File: src/rtl/core/afb_pkg.sv
// Shared types, constants and field layout for the animation frame timer bank.
// No dependencies; imported by every module of the block.
`timescale 1ns / 1ps

package afb_pkg;

	// Bank geometry
	localparam int SLOTS   = 16;
	localparam int FRAMES  = 64;
	localparam int SLOT_W  = $clog2(SLOTS);
	localparam int FRAME_W = $clog2(FRAMES);
	localparam int ADDR_W  = SLOT_W + FRAME_W;
	localparam int CNT_W   = $clog2(FRAMES + 1);
	localparam int STEP_W  = CNT_W + 1;

	// Field and register widths
	localparam int DELAY_W  = 20;
	localparam int FCOUNT_W = 7;
	localparam int DT_W     = 16;
	localparam int CFG_W    = 16;
	localparam int CFG_IDX_W = 1;
	localparam int ELAP_W   = 21;
	localparam int EL_W     = 22;
	localparam int MCNT_W   = $clog2(EL_W + 1);

	// Input tdata layout, lowest bit first
	localparam int IN_SLOT_LSB  = 0;
	localparam int IN_FI_LSB    = IN_SLOT_LSB + SLOT_W;
	localparam int IN_DELAY_LSB = IN_FI_LSB + FRAME_W;
	localparam int IN_CNT_LSB   = IN_DELAY_LSB + DELAY_W;
	localparam int IN_DT_LSB    = IN_CNT_LSB + FCOUNT_W;
	localparam int IN_W         = 56;

	// Output tdata layout, lowest bit first
	localparam int OUT_SLOT_LSB  = 0;
	localparam int OUT_FRAME_LSB = OUT_SLOT_LSB + SLOT_W;
	localparam int OUT_ADV_BIT   = OUT_FRAME_LSB + FRAME_W;
	localparam int OUT_ANY_BIT   = OUT_ADV_BIT + 1;
	localparam int OUT_W         = 16;

	// Register reset values
	localparam logic [CFG_W-1:0] MIN_DELAY_RST = 16'd20;
	localparam logic [CFG_W-1:0] DEF_DELAY_RST = 16'd100;

	typedef enum logic [1:0] {
		OP_LOAD  = 2'd0,
		OP_START = 2'd1,
		OP_STOP  = 2'd2,
		OP_TICK  = 2'd3
	} op_t;

	typedef enum logic [CFG_IDX_W-1:0] {
		REG_MIN_DELAY = 1'b0,
		REG_DEF_DELAY = 1'b1
	} reg_idx_t;

	typedef enum logic [2:0] {
		ST_IDLE,
		ST_SETUP,
		ST_READ,
		ST_CMP,
		ST_MOD_GO,
		ST_MOD_WAIT,
		ST_EMIT
	} state_t;

	// Controller to datapath
	typedef struct packed {
		logic in_ready;
		logic accept;
		logic setup;
		logic rd;
		logic step;
		logic mod_start;
		logic mod_take;
		logic emit;
	} cmd_t;

	// Datapath to controller
	typedef struct packed {
		logic in_valid;
		logic in_tick;
		logic run;
		logic ge;
		logic hit;
		logic mod_busy;
		logic mod_done;
		logic out_free;
		logic last_slot;
	} sts_t;

endpackage

File: src/rtl/core/afb_ctrl.sv
// Controller state machine: sweeps the slots on a tick and sequences the steps.
// Depends on afb_pkg.
`timescale 1ns / 1ps

module afb_ctrl (
	input  logic          clk,
	input  logic          arst_n,
	input  afb_pkg::sts_t sts,
	output afb_pkg::cmd_t cmd
);
	import afb_pkg::*;

	state_t state_q;
	state_t state_n;

	// State register
	always_ff @(posedge clk or negedge arst_n) begin
		if (!arst_n) begin
			state_q <= ST_IDLE;
		end else begin
			state_q <= state_n;
		end
	end

	// Next state and commands
	always_comb begin
		state_n = state_q;
		cmd     = '0;
		case (state_q)
			ST_IDLE: begin
				cmd.in_ready = 1'b1;
				if (sts.in_valid) begin
					cmd.accept = 1'b1;
					if (sts.in_tick) begin
						state_n = ST_SETUP;
					end
				end
			end
			ST_SETUP: begin
				cmd.setup = 1'b1;
				state_n   = sts.run ? ST_READ : ST_EMIT;
			end
			ST_READ: begin
				cmd.rd  = 1'b1;
				state_n = ST_CMP;
			end
			ST_CMP: begin
				if (sts.ge) begin
					cmd.step = 1'b1;
					state_n  = sts.hit ? ST_MOD_GO : ST_READ;
				end else begin
					state_n = ST_EMIT;
				end
			end
			ST_MOD_GO: begin
				cmd.mod_start = 1'b1;
				state_n       = ST_MOD_WAIT;
			end
			ST_MOD_WAIT: begin
				if (sts.mod_done) begin
					cmd.mod_take = 1'b1;
					state_n      = ST_READ;
				end
			end
			ST_EMIT: begin
				if (sts.out_free) begin
					cmd.emit = 1'b1;
					state_n  = sts.last_slot ? ST_IDLE : ST_SETUP;
				end
			end
			default: begin
				state_n = ST_IDLE;
			end
		endcase
	end

endmodule

File: config.mk
export PLATFORM = sky130hd
export DESIGN_NAME = afb_ctrl
export DESIGN_NICKNAME = d
export VERILOG_FILES = /design/src/rtl/core/afb_pkg.sv /design/src/rtl/core/afb_ctrl.sv
export SDC_FILE = /design/constraint.sdc
export NUM_CORES = 1
export LEC_CHECK = 0
export BUFFER_PORTS_ARGS = -buffer_cell sky130_fd_sc_hd__buf_2
export CAP_MARGIN = 0
export CORE_AREA = 2 2 39 41
export CTS_CLUSTER_DIAMETER = 120
export DETAILED_ROUTE_END_ITERATION = 12
export DIE_AREA = 0 0 41 43
export PLACE_DENSITY = 0.44
export SYNTH_ARGS = -nofsm -noshare
export SYNTH_HDL_FRONTEND = slang
export SYNTH_SLANG_ARGS = --single-unit
File: constraint.sdc
create_clock -name clk -period 1.2 [get_ports clk]
set_input_delay 0.12 -clock clk [delete_from_list [all_inputs] [get_ports clk]]
set_output_delay 0.12 -clock clk [all_outputs]
set_load 0.005 [all_outputs]
==> impl_metrics.toml <==
[clock_tree]
cts_tree = "built"
clkTransAtPathRegs_ns = 0.03
cts-root-buf = "clkbuf_4"
cts_buffers = 3
cts.sinks = 3
h-tree-depth = 1
clock_path_buffers = 2
worstSkewPairLatency_ns = 0.24

[final_layout]
final_nets = 73
area_growth_pct = 68.4
diodes = 0
largest_reg_flops = 3
drive_gt1_share_pct = 59.0
top_register = "state_q"
reg.largest.list = "state_q: 3 flops"
fillers = 160

[critical_path]
max_stage_delay_ns = 0.43
path_max_fanout = 4
end_kind = "primary output"
crit_path_cell_trace = "buf_6 > nor3_4 > and2_1 > buf_2"
startpoint_type = "flop"
reg2reg_from = "state_q[1]$_DFFE_PN0P_"
regToRegSetupSlack_ns = 0.10
critPathKind = "reg -> out"
reg2reg_depth = 4
cp_slowest_cell = "dfrtp_2"
cp.required_ns = 1.08
r2r-end = "state_q[0]$_DFFE_PN0P_"
crit_arrival_ns = 1.14

[synthesis]
async_reset_ff_share_pct = 100
ys_seq_elements = 3
ys.flop_type = "dfrtp_1"
synth_common_cells = "5 x nor2_1, 4 x nand2_1, 3 x buf_6, 3 x dfrtp_1"
synthTopCellsByArea = "dfrtp_1 26%, buf_6 12%, nor2_1 6.6%"
synth_cell_types = 20
synth_largest_area_cell = "dfrtp_1"
syn-cell-area_um2 = 285
synthCells = 33
synth_edf_count = 0
yosysSeqAreaShare_pct = 26.3
syn_nets = 44
synth_top_area_share_pct = 26.3
ys_warn_count = 0
syn_area_per_cell_um2 = 8.64
synth_most_common_cell = "nor2_1"

[placed_design]
gp_congestion = 0.710
port_buffers = 17

[pwr]
pwr-share-comb_pct = 62.6
vdd_drop_max_v = 0.000881
pwr-share-clk_pct = 15.6
p_int_mw = 0.707
switching_share_pct = 39.0
sequentialPowerShare_pct = 21.8
power.leakage_nw = 0.240
powerDensity_nw_per_um2 = 2410
switchingPower_mw = 0.452

[floorplanning]
die-area_um2 = 1760
die_w_um = 41
die_height_um = 43
initial_core_util_pct = 20.6
core_um2 = 1380
rows = 14
io_pins = 19

[sta]
slew_viol_final = 0
worst_pin_slew_ns = 0.194
fin_ws_ns = -0.0564
setup_violations = 8
finClkSkew_ns = 0.00362
min_period_ns = 1.26
slew_headroom_pct = 87.0
fin_crit_sh_pct = 105
rsz0062_at_grt = "true"
hold_violations = 0
fmax_mhz = 796
tns_ns = -0.228
whs_ns = 0.182

[global_routing]
grt_pass1_vias = 335
grt_max_degree = 8
overflow = 0
antenna_found_initial = 0
grt_usage_pct = 11.4
grt_pass1_wl_um = 1320

[worst_hold_path]
worstHoldPathCells = 3
hold_path_class = "in -> reg"
whs_endpoint = "state_q[1]$_DFFE_PN0P_"
min_from = "sts[2]"

[flow_run]
maxCapViolations = 0

[routing]
drc = 0
wire_per_inst_um = 10.3
drt_pass1_iterations = 3
drtAntennaViolNets = 0
finalWirelength_um = 795
vias_per_cell = 4.29
vias = 330
drt-initial-drc-count = 1

[run_status]
status = "finished, violations left"
violations = "negative setup slack"
==> power by group through the flow <==
| stage | Combinational (mW) | Sequential, mW | Clock [mW] |
|---|---|---|---|
| global placement | 0.487 | 0.263 | 0 |
| detailed placement | 0.487 | 0.261 | 0 |
| finish | 0.725 | 0.253 | 0.181 |
| global route | 0.809 | 0.265 | 0.207 |
| CTS | 0.693 | 0.247 | 0.191 |
| floorplan | 0.465 | 0.179 | 0 |
==> cell usage in the layout (no fill, tap or decap) <==
| cell type | instances |
|---|---|
| buf_2 | 16 |
| buf_4 | 6 |
| nor2_1 | 5 |
| nand2_1 | 4 |
| clkbuf_4 | 3 |
| buf_6 | 3 |
| dfrtp_2 | 3 |
| nand2b_1 | 2 |
| o21ai_1 | 2 |
| nor3b_1 | 1 |
| nor3_4 | 1 |
| nand2b_4 | 1 |
| and2_1 | 1 |
| and4b_1 | 1 |
| a211oi_2 | 1 |
| nand2_2 | 1 |
| a311oi_2 | 1 |
| o21bai_1 | 1 |
| nand3b_1 | 1 |
| o221ai_1 | 1 |
| inv_1 | 1 |
| o22ai_1 | 1 |
| nand3_1 | 1 |
| clkbuf_1 | 1 |
| dlygate4sd3_1 | 1 |
| buf_1 | 1 |
==> final cells by class <==
type	instances	area, um2	share of cell area (%)
multi-input combinational	26	179	37.2
timing repair buffer	27	173	35.9
sequential	3	78.8	16.4
clock buffer	4	26.3	5.47
tap	16	20.0	4.17
inverter	1	3.75	0.781
==> worst max path at each step <==
stage                     slack, ns                endpoint  cells past startpoint                    from
final                         -0.06                  cmd[6]                      4  state_q[1]$_DFFE_PN0P_
after global routing          -0.14                  cmd[6]                      4  state_q[1]$_DFFE_PN0P_
after CTS                     -0.06                  cmd[1]                      3  state_q[1]$_DFFE_PN0P_
after detailed placement       0.11  state_q[0]$_DFFE_PN0P_                      3  state_q[2]$_DFFE_PN0P_
after global placement         0.11  state_q[0]$_DFFE_PN0P_                      3  state_q[2]$_DFFE_PN0P_
after floorplan                0.24                  cmd[6]                      3  state_q[2]$_DFFE_PN0P_
==> worst max-delay path: cells and delay by family, from the launching register on <==
family,cells,cell delay (ns)
AND/OR/NAND/NOR,2,0.24
buffers and inverters,2,0.24
flip-flops,1,0.43
==> cell families after synthesis <==
group / count (synthesis) / share of synthesized area (%)
AO/OA/AOI/OAI: 7 / 21.1
buffers and inverters: 4 / 13.2
flip-flops: 3 / 26.3
AND/OR/NAND/NOR: 19 / 39.5
==> metal layers <==
metal  up-vias  part of all wire (%)  global-route usage [%]
li1        171                     -                       -
met1       146                    44                    13.2
met2        13                    50                    15.3
met3         0                   6.5                    6.28
met4         0                     0                    8.00
met5         -                     0                       0
==> per-stage QoR <==
stage	setup slack [ns]	utilization, %	cell area (um2)	std cells	total power, mW
after detailed placement	0.107	26.9	372	65	0.748
final	-0.0564	34.7	480	77	1.16
after global routing	-0.144	34.7	480	77	1.28
after floorplan	0.240	-	285	33	0.645
after global placement	0.113	26.9	372	65	0.749
after CTS	-0.0649	33.9	469	77	1.13
==> repair_timing <==
action,CTS,global route
hold buffers,1,0
setup endpoints to repair,8,9
buffers inserted,7,1
pin swaps,0,3
resized for setup,4,3
hold endpoints to repair,3,0
(Power assumes the default switching activity.)
